==> src/hdl/deq_pkg.sv <==
package deq_pkg;

  // Fixed widths of the transaction fields.
  localparam int unsigned ACT_W  = 3;
  localparam int unsigned WORD_W = 32;
  localparam int unsigned OCC_W  = 11;

  // Default storage geometry.
  localparam int unsigned DEFAULT_DEPTH     = 1024;
  localparam int unsigned DEFAULT_WORD_BITS = 32;

  // Action codes carried by an input transaction.
  typedef enum logic [ACT_W-1:0] {
    ACT_NONE       = 3'd0,
    ACT_PUSH_FRONT = 3'd1,
    ACT_PUSH_BACK  = 3'd2,
    ACT_POP_FRONT  = 3'd3,
    ACT_POP_BACK   = 3'd4
  } act_e;

  // Controller sequencing states.
  typedef enum logic [1:0] {
    ST_IDLE = 2'b01,
    ST_FILL = 2'b10
  } state_e;

endpackage

==> src/hdl/deq_if.sv <==
// Input channel: one deque action per transaction.
interface deq_in_if import deq_pkg::*; ();
  logic                     valid;
  logic                     ready;
  logic [ACT_W-1:0]         action;
  logic signed [WORD_W-1:0] value;

  modport source (output valid, action, value, input ready);
  modport sink (input valid, action, value, output ready);
endinterface

// Output channel: one result per action.
interface deq_out_if import deq_pkg::*; ();
  logic                     valid;
  logic                     ready;
  logic signed [WORD_W-1:0] popped;
  logic                     underflow;
  logic                     overflow;
  logic [OCC_W-1:0]         occupancy;
  logic                     is_empty;
  logic signed [WORD_W-1:0] front_word;
  logic signed [WORD_W-1:0] back_word;

  modport source (
    output valid, popped, underflow, overflow, occupancy, is_empty, front_word, back_word,
    input ready
  );
  modport sink (
    input valid, popped, underflow, overflow, occupancy, is_empty, front_word, back_word,
    output ready
  );
endinterface

==> src/hdl/deq_ctrl.sv <==
module deq_ctrl import deq_pkg::*; #(
  parameter int unsigned DEPTH     = DEFAULT_DEPTH,
  parameter int unsigned WORD_BITS = DEFAULT_WORD_BITS,
  localparam int unsigned AW       = $clog2(DEPTH),
  localparam int unsigned CW       = $clog2(DEPTH + 1)
) (
  input  logic                 clk_i,
  input  logic                 rst_ni,
  deq_in_if.sink               cmd_i,
  deq_out_if.source            rsp_o,
  output logic                 mem_we_o,
  output logic [AW-1:0]        mem_waddr_o,
  output logic [WORD_BITS-1:0] mem_wdata_o,
  output logic                 mem_re_o,
  output logic [AW-1:0]        mem_raddr_o,
  input  logic [WORD_BITS-1:0] mem_rdata_i
);

  state_e state_q, state_d;
  logic [AW-1:0] head_q, head_d, tail_q, tail_d;
  logic [CW-1:0] count_q, count_d;
  logic signed [WORD_W-1:0] front_q, front_d, back_q, back_d;
  logic signed [WORD_W-1:0] popped_q, popped_d;
  logic under_q, under_d, over_q, over_d;
  logic out_valid_q, out_valid_d;
  logic take_head_q, take_head_d;

  logic accept;
  logic full, empty;
  logic [AW-1:0] head_inc, head_dec, tail_inc, tail_dec, tail_dec2;
  logic signed [WORD_BITS-1:0] push_word;
  logic signed [WORD_W-1:0] push_ext, rd_ext;

  // Words are stored at WORD_BITS and sign-extended back to the port width.
  assign push_word = WORD_BITS'(cmd_i.value);
  assign push_ext  = WORD_W'(push_word);
  assign rd_ext    = WORD_W'(signed'(mem_rdata_i));

  // Circular pointer arithmetic, wrapping at DEPTH.
  assign head_inc  = (head_q == AW'(DEPTH - 1)) ? '0 : head_q + AW'(1);
  assign head_dec  = (head_q == '0) ? AW'(DEPTH - 1) : head_q - AW'(1);
  assign tail_inc  = (tail_q == AW'(DEPTH - 1)) ? '0 : tail_q + AW'(1);
  assign tail_dec  = (tail_q == '0) ? AW'(DEPTH - 1) : tail_q - AW'(1);
  assign tail_dec2 = (tail_dec == '0) ? AW'(DEPTH - 1) : tail_dec - AW'(1);

  assign full  = (count_q == CW'(DEPTH));
  assign empty = (count_q == '0);

  // A new transaction is taken only when idle and the result slot frees up.
  assign cmd_i.ready = (state_q == ST_IDLE) && (!out_valid_q || rsp_o.ready);
  assign accept      = cmd_i.valid && cmd_i.ready;

  // Next-state logic: pushes finish at acceptance, pops refill the end word.
  always_comb begin
    state_d     = state_q;
    head_d      = head_q;
    tail_d      = tail_q;
    count_d     = count_q;
    front_d     = front_q;
    back_d      = back_q;
    popped_d    = popped_q;
    under_d     = under_q;
    over_d      = over_q;
    take_head_d = take_head_q;
    out_valid_d = out_valid_q && !rsp_o.ready;
    mem_we_o    = 1'b0;
    mem_waddr_o = tail_q;
    mem_wdata_o = push_word;
    mem_re_o    = 1'b0;
    mem_raddr_o = head_inc;

    if (state_q == ST_FILL) begin
      // The read data now holds the new word at the end that was popped.
      if (take_head_q) begin
        front_d = rd_ext;
      end else begin
        back_d = rd_ext;
      end
      out_valid_d = 1'b1;
      state_d     = ST_IDLE;
    end else if (accept) begin
      popped_d    = '0;
      under_d     = 1'b0;
      over_d      = 1'b0;
      out_valid_d = 1'b1;
      case (cmd_i.action)
        ACT_PUSH_FRONT, ACT_PUSH_BACK: begin
          if (full) begin
            over_d = 1'b1;
          end else if (cmd_i.action == ACT_PUSH_FRONT) begin
            head_d      = head_dec;
            mem_we_o    = 1'b1;
            mem_waddr_o = head_dec;
            front_d     = push_ext;
            if (empty) begin
              back_d = push_ext;
            end
            count_d = count_q + CW'(1);
          end else begin
            tail_d      = tail_inc;
            mem_we_o    = 1'b1;
            mem_waddr_o = tail_q;
            back_d      = push_ext;
            if (empty) begin
              front_d = push_ext;
            end
            count_d = count_q + CW'(1);
          end
        end
        ACT_POP_FRONT, ACT_POP_BACK: begin
          if (empty) begin
            under_d = 1'b1;
          end else begin
            count_d     = count_q - CW'(1);
            out_valid_d = 1'b0;
            state_d     = ST_FILL;
            mem_re_o    = 1'b1;
            if (cmd_i.action == ACT_POP_FRONT) begin
              popped_d    = front_q;
              head_d      = head_inc;
              mem_raddr_o = head_inc;
              take_head_d = 1'b1;
            end else begin
              popped_d    = back_q;
              tail_d      = tail_dec;
              mem_raddr_o = tail_dec2;
              take_head_d = 1'b0;
            end
          end
        end
        default: begin
        end
      endcase
    end
  end

  // Control state.
  always_ff @(posedge clk_i or negedge rst_ni) begin
    if (!rst_ni) begin
      state_q     <= ST_IDLE;
      head_q      <= '0;
      tail_q      <= '0;
      count_q     <= '0;
      out_valid_q <= 1'b0;
    end else begin
      state_q     <= state_d;
      head_q      <= head_d;
      tail_q      <= tail_d;
      count_q     <= count_d;
      out_valid_q <= out_valid_d;
    end
  end

  // Payload registers.
  always_ff @(posedge clk_i) begin
    front_q     <= front_d;
    back_q      <= back_d;
    popped_q    <= popped_d;
    under_q     <= under_d;
    over_q      <= over_d;
    take_head_q <= take_head_d;
  end

  // The state is frozen while a result waits, so the live state forms the result.
  assign rsp_o.valid      = out_valid_q;
  assign rsp_o.popped     = popped_q;
  assign rsp_o.underflow  = under_q;
  assign rsp_o.overflow   = over_q;
  assign rsp_o.occupancy  = OCC_W'(count_q);
  assign rsp_o.is_empty   = empty;
  assign rsp_o.front_word = empty ? '0 : front_q;
  assign rsp_o.back_word  = empty ? '0 : back_q;

  // The occupancy never exceeds the store depth.
  assert property (@(posedge clk_i) disable iff (!rst_ni) count_q <= CW'(DEPTH))
    else $error("deque count exceeds depth");

  // An empty deque has coinciding pointers.
  assert property (@(posedge clk_i) disable iff (!rst_ni) empty |-> head_q == tail_q)
    else $error("pointers differ while empty");

  // No result is pending during the refill, and the controller is back in idle in the cycle after it.
  assert property (@(posedge clk_i) disable iff (!rst_ni)
    state_q == ST_FILL |-> !out_valid_q ##1 state_q == ST_IDLE)
    else $error("refill sequencing broken");

  // A successful pop raises the result valid once the refill state has passed.
  assert property (@(posedge clk_i) disable iff (!rst_ni)
    accept && !empty && (cmd_i.action == ACT_POP_FRONT || cmd_i.action == ACT_POP_BACK)
    |=> ##1 out_valid_q)
    else $error("pop result missing");

  // A result never flags both underflow and overflow.
  assert property (@(posedge clk_i) disable iff (!rst_ni) out_valid_q |-> !(under_q && over_q))
    else $error("conflicting result flags");

endmodule

==> src/flat_wrapper.sv <==
// flat-port wrapper written by rule: the top's interface ports become plain ports
module deq_ctrl_flat import deq_pkg::*;
#(
  parameter int unsigned DEPTH     = DEFAULT_DEPTH,
  parameter int unsigned WORD_BITS = DEFAULT_WORD_BITS,
  localparam int unsigned AW       = $clog2(DEPTH),
  localparam int unsigned CW       = $clog2(DEPTH + 1)
)
  (clk_i, rst_ni, mem_we_o, mem_waddr_o, mem_wdata_o, mem_re_o, mem_raddr_o, mem_rdata_i, cmd_i_valid, cmd_i_action, cmd_i_value, cmd_i_ready, rsp_o_valid, rsp_o_popped, rsp_o_underflow, rsp_o_overflow, rsp_o_occupancy, rsp_o_is_empty, rsp_o_front_word, rsp_o_back_word, rsp_o_ready);
  deq_in_if cmd_i_i ();
  deq_out_if rsp_o_i ();
  input  logic clk_i;
  input  logic rst_ni;
  output logic mem_we_o;
  output logic [AW-1:0] mem_waddr_o;
  output logic [WORD_BITS-1:0] mem_wdata_o;
  output logic mem_re_o;
  output logic [AW-1:0] mem_raddr_o;
  input  logic [WORD_BITS-1:0] mem_rdata_i;
  input wire logic [$bits(cmd_i_i.valid)-1:0] cmd_i_valid;
  input wire logic [$bits(cmd_i_i.action)-1:0] cmd_i_action;
  input wire logic [$bits(cmd_i_i.value)-1:0] cmd_i_value;
  output wire logic [$bits(cmd_i_i.ready)-1:0] cmd_i_ready;
  output wire logic [$bits(rsp_o_i.valid)-1:0] rsp_o_valid;
  output wire logic [$bits(rsp_o_i.popped)-1:0] rsp_o_popped;
  output wire logic [$bits(rsp_o_i.underflow)-1:0] rsp_o_underflow;
  output wire logic [$bits(rsp_o_i.overflow)-1:0] rsp_o_overflow;
  output wire logic [$bits(rsp_o_i.occupancy)-1:0] rsp_o_occupancy;
  output wire logic [$bits(rsp_o_i.is_empty)-1:0] rsp_o_is_empty;
  output wire logic [$bits(rsp_o_i.front_word)-1:0] rsp_o_front_word;
  output wire logic [$bits(rsp_o_i.back_word)-1:0] rsp_o_back_word;
  input wire logic [$bits(rsp_o_i.ready)-1:0] rsp_o_ready;
  assign cmd_i_i.valid = cmd_i_valid;
  assign cmd_i_i.action = cmd_i_action;
  assign cmd_i_i.value = cmd_i_value;
  assign cmd_i_ready = cmd_i_i.ready;
  assign rsp_o_valid = rsp_o_i.valid;
  assign rsp_o_popped = rsp_o_i.popped;
  assign rsp_o_underflow = rsp_o_i.underflow;
  assign rsp_o_overflow = rsp_o_i.overflow;
  assign rsp_o_occupancy = rsp_o_i.occupancy;
  assign rsp_o_is_empty = rsp_o_i.is_empty;
  assign rsp_o_front_word = rsp_o_i.front_word;
  assign rsp_o_back_word = rsp_o_i.back_word;
  assign rsp_o_i.ready = rsp_o_ready;
  deq_ctrl #(.DEPTH(DEPTH), .WORD_BITS(WORD_BITS)) u_core (.clk_i(clk_i), .rst_ni(rst_ni), .cmd_i(cmd_i_i), .rsp_o(rsp_o_i), .mem_we_o(mem_we_o), .mem_waddr_o(mem_waddr_o), .mem_wdata_o(mem_wdata_o), .mem_re_o(mem_re_o), .mem_raddr_o(mem_raddr_o), .mem_rdata_i(mem_rdata_i));
endmodule
==> config.mk <==
export PLATFORM = sky130hd
export DESIGN_NAME = deq_ctrl_flat
export DESIGN_NICKNAME = d
export VERILOG_FILES = /design/src/hdl/deq_pkg.sv /design/src/hdl/deq_if.sv /design/src/hdl/deq_ctrl.sv /design/src/flat_wrapper.sv
export SDC_FILE = /design/constraint.sdc
export NUM_CORES = 1
export LEC_CHECK = 0
export ABC_AREA = 0
export CELL_PAD_IN_SITES_DETAIL_PLACEMENT = 1
export CELL_PAD_IN_SITES_GLOBAL_PLACEMENT = 1
export CORE_ASPECT_RATIO = 1.25
export CORE_MARGIN = 8
export CORE_UTILIZATION = 51
export DETAILED_ROUTE_END_ITERATION = 10
export DONT_BUFFER_PORTS = 1
export PLACE_DENSITY = 0.83
export SYNTH_ARGS = -nofsm -noshare
export SYNTH_HDL_FRONTEND = slang
export SYNTH_SLANG_ARGS = --single-unit
==> constraint.sdc <==
create_clock -name clk_i -period 9.43 [get_ports clk_i]
set_clock_uncertainty 0.15 [all_clocks]
set_input_delay 0.4715 -clock clk_i [delete_from_list [all_inputs] [get_ports clk_i]]
set_output_delay 0.4715 -clock clk_i [all_outputs]
set_load 0.02 [all_outputs]
==> summary.txt, run 1 <==
Status
  • Status: completed

STA
  • Minimum clock period: 4.458 ns
  • Setup TNS: 0 ns
  • FMAX: 224.3 MHz
  • Final worst-path setup slack: 4.972 ns
  • Final cycle utilization of the critical path: 47.28%
  • Worst slew margin: 12.79%
  • Least-Margin Pin Slew: 1.308 ns
  • Final Setup Violations: 0
  • RSZ-0062 raised after global routing: no
  • Final Max Tran Viols: 0
  • Final hold vios: 0

Logic synthesis
  • Post-synth top area share: 37.82%
  • Cells after Synth: 861
  • Cell variety after synth: 63
  • Yosys reg bits: 133
  • Seq/Total Area, Yosys: 48.66%
  • Synth Flop Type: edfxtp_1
  • Post-synthesis cell area: 7860 um^2
  • Area leader, netlist: edfxtp_1
  • Yosys warns: 0
  • Syn_nets: 948
  • Ranking of synthesized cells by area: edfxtp_1 (38%), dfrtp_1 (11%), nand2_1 (10%)
  • FFs w/ async S/R, synth: 25.56%
  • Post-synth EDFFs: 99
  • Syn Area/Cell: 9.129 um^2

Pwr
  • Leakage: 3.367 nW
  • P per Cell Area: 161.2 nW/um^2
  • Maximum VDD drop: 0.1325 mV

Layout
  • Nets: 888
  • Leading cell types in the layout, fill and taps excluded: nand2_1 (212), edfxtp_1 (99), and2_1 (71)
  • Inserted Diodes: 0
  • Area grow syn2layout: 5.651%
  • Layout filler cell count: 1688
  • Most common cell after layout, fill and taps aside: nand2_1
  • Share of cells above drive strength 1: 7.371%

Clock tree
  • H-Tree Level Count: 4
  • Num CTS Buffers: 17
  • Setup Buffers After CTS: 0
  • Clk root buf: clkbuf_16
  • CTS resizes: 0
  • CTS max path bufs: 2
  • Clk_lat worst skew: 0.43 ns
  • Clock Pin Slew Worst Setup and Hold Paths: 0.06 ns
  • Sink Count: 133
  • TritonCTS clock tree: yes
  • CTS Hold Bufs: 2

Die
  • Site Rows: 50
  • I/O pin count: 237
  • Core Area: 15010 um^2
  • Die W: 127.0 um
  • Die Y-Extent: 154.8 um
  • Initial core utilization: 52.35%
  • Die area: 19670 um^2

Global route
  • Gr usage total: 25.01%
  • First-pass GRT wire length: 38040 um
  • Vias in the first global route: 6609
  • Initial antenna violation count: 0
  • Largest net degree at the start of global routing: 45
  • Grt ovf: 0

Place
  • Detailed placement HPWL: 17750 um
  • IO buf count: 0
  • RD Place Congestion: 0.8991
  • Pre-CTS setup slack: 5.103 ns

Job
  • Max cap viols: 0

Routing
  • Vias: 6168
  • Via density: 6.193
  • # DRC: 0
  • DRT Wirelength: 24590 um
  • Final ANT Viol Nets: 0
  • DR iter-0 viols: 361
  • TritonRoute pass-1 iters: 5
  • Drt wl/cell: 24.69 um

Worst setup path
  • Crit-path max FO: 13
  • Critical path's top delay family: compound AO/OA/AOI/OAI gates
  • CP peak stage delay: 0.66 ns
  • CP required: 8.81 ns
  • Setup crit end kind: primary output
  • Slowest CP cell: dfrtp_1
  • Worst setup SP type: flip-flop
  • Kind of critical path: reg -> out
  • Buf/Inv on CP: 1
  • Crit path DAT: 3.84 ns
  • Worst path cell trace: inv_1 -> ha_1 -> o21bai_1 -> a211o_1 -> a31o_2 -> or4_1 -> and2_1 -> a22oi_1

Hold path
  • Worst Hold Class: in -> reg
## path summary, 6_finish.rpt
kind / slack (ns) / to / cells past startpoint / startpoint
worst min register to register: 0.36 / u_core.state_q[0]$_DFFE_PN1P_ / 2 / u_core.state_q[0]$_DFFE_PN1P_
worst max register to register: 5.28 / u_core.back_q[4]$_DFFE_PP_ / 5 / u_core.rsp_o.occupancy[6]$_DFFE_PN0P_
worst max-delay path: 4.97 / mem_raddr_o[8] / 8 / u_core.tail_q[0]$_DFFE_PN0P_
min in group asynchronous: 0.35 / u_core.rsp_o.occupancy[7]$_DFFE_PN0P_ / 2 / rst_ni
max in group asynchronous: 8.52 / u_core.state_q[0]$_DFFE_PN1P_ / 2 / rst_ni
worst min-delay path: 0.1 / u_core.back_q[20]$_DFFE_PP_ / 2 / mem_rdata_i[20]
## area by class of cell
type / instances / area (um^2) / area share, %
clock buffer: 17 / 425.4 / 5.123
tap: 182 / 227.7 / 2.742
timing repair buffer: 9 / 82.58 / 0.9944
inverter: 21 / 78.83 / 0.9492
sequential: 133 / 3825 / 46.06
clock inverter: 15 / 153.9 / 1.853
multi-input combinational: 619 / 3511 / 42.28
## flip-flops by register name (all words and copies together), names as in the netlist
register / flops
u_core.back_q: 32
u_core.front_q: 32
u_core.rsp_o.popped: 32
u_core.rsp_o.occupancy: 11
u_core.head_q: 10
u_core.tail_q: 10
u_core.state_q: 2
u_core.rsp_o.overflow: 1
u_core.rsp_o.underflow: 1
u_core.rsp_o.valid: 1
u_core.take_head_q: 1
## where the power goes
part / internal (mW) / switching [mW]
clock network: 0.391 / 0.268
logic: 0.0154 / 0.0350
registers: 0.629 / 0.0000000000000000373
total: 1.04 / 0.303
## cell families (layout without fill, tap and decap cells)
kind of cell | Yosys count | after routing | share of synthesized area (%)
muxes | 9 | 9 | 1.242
AOI/OAI and AO/OA | 153 | 153 | 11.40
adders and majority gates | 16 | 16 | 2.642
xor gates and xnor gates | 44 | 44 | 4.903
DFF | 133 | 133 | 48.66
and+or+nand+nor | 397 | 397 | 24.01
buffers and inverters | 109 | 62 | 7.147
## metal layers
| metal | vias up | routed length, um | GRT usage (%) |
|---|---|---|---|
| li1 | 2787 | - | - |
| met1 | 3064 | 9285 | 27.27 |
| met2 | 264 | 12820 | 43.98 |
| met3 | 53 | 1669 | 7.190 |
| met4 | 0 | 816 | 11.30 |
| met5 | - | 0 | 0 |
## synth_stat cells (6+ instances only)
cell type  number
nand2_1       212
edfxtp_1       99
and2_1         71
a21oi_1        67
clkbuf_1       44
nor2_1         35
o21ai_0        35
buf_4          33
dfrtp_1        33
xnor2_1        27
inv_1          20
xor2_1         17
nand3_1        16
ha_1           15
nor3_1         13
a31oi_1        11
nand2b_1       10
mux2_2          6
nand4_1         6
o22ai_1         6
## worst reg2reg max path, stage by stage (launching register included)
cell	delay [ns]
dfrtp_1	0.49
nor4_1	0.50
nand4b_1	0.81
inv_1	0.70
nor3_1	0.17
o22ai_4	0.92
## through the flow
step	power, mW	cells	area [um^2]	hold slack [ns]	util, %
finish	1.338	996	8304	0.09975	55.31
global route	1.373	996	8304	0.08615	55.31
CTS	1.348	996	8299	0.07464	55.28
detailed placement	0.6864	962	7690	0.02726	51.22
global placement	0.6828	962	7690	0.02741	51.22
floorplan	0.6937	861	7860	0.02591	-
Note: power is estimated with default switching activity, not from simulation.
==> inputs of run 2 (changes only) <==
Settings changed: CORE_UTILIZATION 51 to 43, PLACE_DENSITY 0.83 to 0.74.
Clock period 9.43 ns to 3.8 ns, I/O delays scaled along.
==> run 2 against run 1 <==
Critical path depth down 1. Register-to-register slack worse by 4.6 ns. Count of clock-buffer cells in the layout up 2. Worst hold slack worse by 0.069 ns. Core utilization down 3.9 points. Wire length up 13%. Via count up 5.6%. Global-route usage down 0.73 points. First-iteration DRC count up 31%. Clock power up 140%.
==> summary.txt, run 2 (synthesis gave the netlist of run 1 again) <==
Status
  • Status: completed (unchanged)

Layout
  • Share of cells above drive strength 1: 9.967% (was 7.371%)
  • Most common cell after layout, fill and taps aside: nand2_1 (unchanged)
  • Nets: 987 (was 888)
  • Inserted Diodes: 0 (unchanged)
  • Leading cell types in the layout, fill and taps excluded: nand2_1 (212), edfxtp_1 (99), and2_1 (71) (unchanged)
  • Area grow syn2layout: 17.96% (was 5.651%)
  • Final Non-Filler Cells: 1141 (was 996)
  • Core Util, Final: 51.42% (was 55.31%)

Global route
  • Vias in the first global route: 7208 (was 6609)
  • Largest net degree at the start of global routing: 46 (was 45)
  • Initial antenna violation count: 0 (unchanged)
  • Grt ovf: 0 (unchanged)
  • First-pass GRT wire length: 42530 um (was 38040 um)
  • Gr usage total: 24.28% (was 25.01%)

Place
  • Detailed placement HPWL: 19020 um (was 17750 um)
  • RD Place Congestion: 0.8601 (was 0.8991)
  • IO buf count: 0 (unchanged)
  • Pre-CTS setup slack: 0.3611 ns (was 5.103 ns)
  • Placed Cells: 1040 (was 962)

Clock tree
  • Clock Pin Slew Worst Setup and Hold Paths: 0.06 ns (about the same)
  • H-Tree Level Count: 4 (unchanged)
  • Clk root buf: clkbuf_16 (unchanged)
  • Sink Count: 133 (unchanged)
  • Num CTS Buffers: 17 (unchanged)
  • CTS max path bufs: 2 (unchanged)
  • Setup Buffers After CTS: 0 (unchanged)
  • TritonCTS clock tree: yes (unchanged)
  • Clk_lat worst skew: 0.42 ns (was 0.43 ns)

STA
  • Final Max Tran Viols: 0 (unchanged)
  • Final hold vios: 0 (unchanged)
  • Worst slew margin: 22.82% (was 12.79%)
  • Minimum clock period: 3.521 ns
  • FMAX: 284.0 MHz
  • Final worst-path setup slack: 0.2794 ns (was 4.972 ns)
  • Final Setup Violations: 0 (unchanged)
  • RSZ-0062 raised after global routing: no (unchanged)
  • Final cycle utilization of the critical path: 92.65%
  • Least-Margin Pin Slew: 1.158 ns (was 1.308 ns)
  • Setup TNS: 0 ns (unchanged)

Pwr
  • Maximum VDD drop: 0.2467 mV (was 0.1325 mV)
  • Leakage: 3.804 nW (was 3.367 nW)
  • Pwr Total: 3.348 mW (was 1.338 mW)
  • P per Cell Area: 361.1 nW/um^2 (was 161.2 nW/um^2)

Die
  • I/O pin count: 237 (unchanged)
  • Site Rows: 55 (was 50)
  • Die Y-Extent: 167.2 um (was 154.8 um)
  • Die W: 136.9 um (was 127.0 um)
  • Die area: 22890 um^2 (was 19670 um^2)
  • Core Area: 18030 um^2 (was 15010 um^2)
  • Initial core utilization: 43.59% (was 52.35%)

Worst setup path
  • Crit-path max FO: 10 (was 13)
  • RR Startpoint: u_core.rsp_o.valid$_DFF_PN0_ (was u_core.rsp_o.occupancy[6]$_DFFE_PN0P_)
  • Setup crit start: u_core.tail_q[6]$_DFFE_PN0P_ (was u_core.tail_q[0]$_DFFE_PN0P_)
  • Worst setup SP type: flip-flop (unchanged)
  • CP required: 3.46 ns (was 8.81 ns)
  • Kind of critical path: reg -> out (unchanged)
  • Setup crit end kind: primary output (unchanged)
  • Crit path DAT: 3.18 ns (was 3.84 ns)

Hold path
  • Worst Hold Launch: cmd_i_action[1] (was mem_rdata_i[20])
  • Worst Hold Class: in -> reg (unchanged)

Routing
  • DR iter-0 viols: 473 (was 361)
  • TritonRoute pass-1 iters: 4 (was 5)
  • Final ANT Viol Nets: 0 (unchanged)
  • Via density: 5.709 (was 6.193)
  • DRT Wirelength: 27730 um (was 24590 um)
  • Vias: 6514 (was 6168)
  • Drt wl/cell: 24.30 um (was 24.69 um)
  • # DRC: 0 (unchanged)

Job
  • Max cap viols: 0 (unchanged)
[run 2: changes by cell type in the layout (fill, tap and decap cells not counted), sizes merged]
cell         previous run  this run
clkinv                  8        10
dlygate4sd3             1        68
buf                     8        40
inv                    25        21
clkbuf                 17        19
[run 2: final cells by class]
class	count	area [um^2]
Clock buffer	19	432.9
Clock inverter	13	132.6
Fill cell	2047	8758
Inverter	21	78.83
Multi-Input combinational cell	619	3522
Sequential cell	133	3826
Tap cell	228	285.3
Timing Repair Buffer	108	993.5
[run 2: final timing paths]
kind / to / slack [ns] / cells past startpoint
max: mem_raddr_o[5] / 0.28 / 7
min: u_core.head_q[5]$_DFFE_PN0P_ / 0.03 / 3
max reg2reg: u_core.rsp_o.occupancy[5]$_DFFE_PN0P_ / 0.72 / 7
min reg2reg: u_core.state_q[0]$_DFFE_PN1P_ / 0.35 / 2
max in group asynchronous: u_core.state_q[0]$_DFFE_PN1P_ / 3.11 / 2
min in group asynchronous: u_core.head_q[2]$_DFFE_PN0P_ / 0.13 / 2
[run 2: worst max-delay path, stage by stage (launching register included)]
cell and delay, ns:
dfrtp_1 0.53, or4_4 0.63, or3_4 0.36, or4b_4 0.61, nand3_1 0.10, o21ai_0 0.15
a31oi_1 0.22, buf_4 0.17
[run 2: stage by stage]
| step | hold slack [ns] | instance area (um^2) |
|---|---|---|
| finish | 0.03119 | 9271 |
| global route | 0.04380 | 9271 |
| CTS | 0.01963 | 9250 |
| detailed placement | -0.2544 | 7983 |
| global placement | -0.2543 | 7983 |
| floorplan | -0.2556 | 7870 |
[run 2: what timing repair did]
| action | 4_1_cts | 5_1_grt |
|---|---|---|
| hold buffers | 69 | 0 |
| gates cloned | 0 | 0 |
| gates resized for setup | 1 | 4 |
| hold endpoints to repair | 100 | 0 |
| setup endpoints to repair | 4 | 6 |
[run 2: where the power goes]
part | total, mW | internal (mW) | switching [mW] | leakage, nW
combinational | 0.187 | 0.0851 | 0.102 | 2.14
sequential | 1.56 | 1.56 | 0.000000000000000119 | 1.39
clock | 1.60 | 0.962 | 0.638 | 0.274
total | 3.35 | 2.61 | 0.740 | 3.80
[run 2: per-layer routing]
metal	vias to the layer above	global-route usage (%)	wire length [um]
li1	2988	-	-
met1	3219	24.50	9609
met2	258	44.47	15120
met3	49	7.964	2133
met4	0	9.517	869
met5	-	0	0
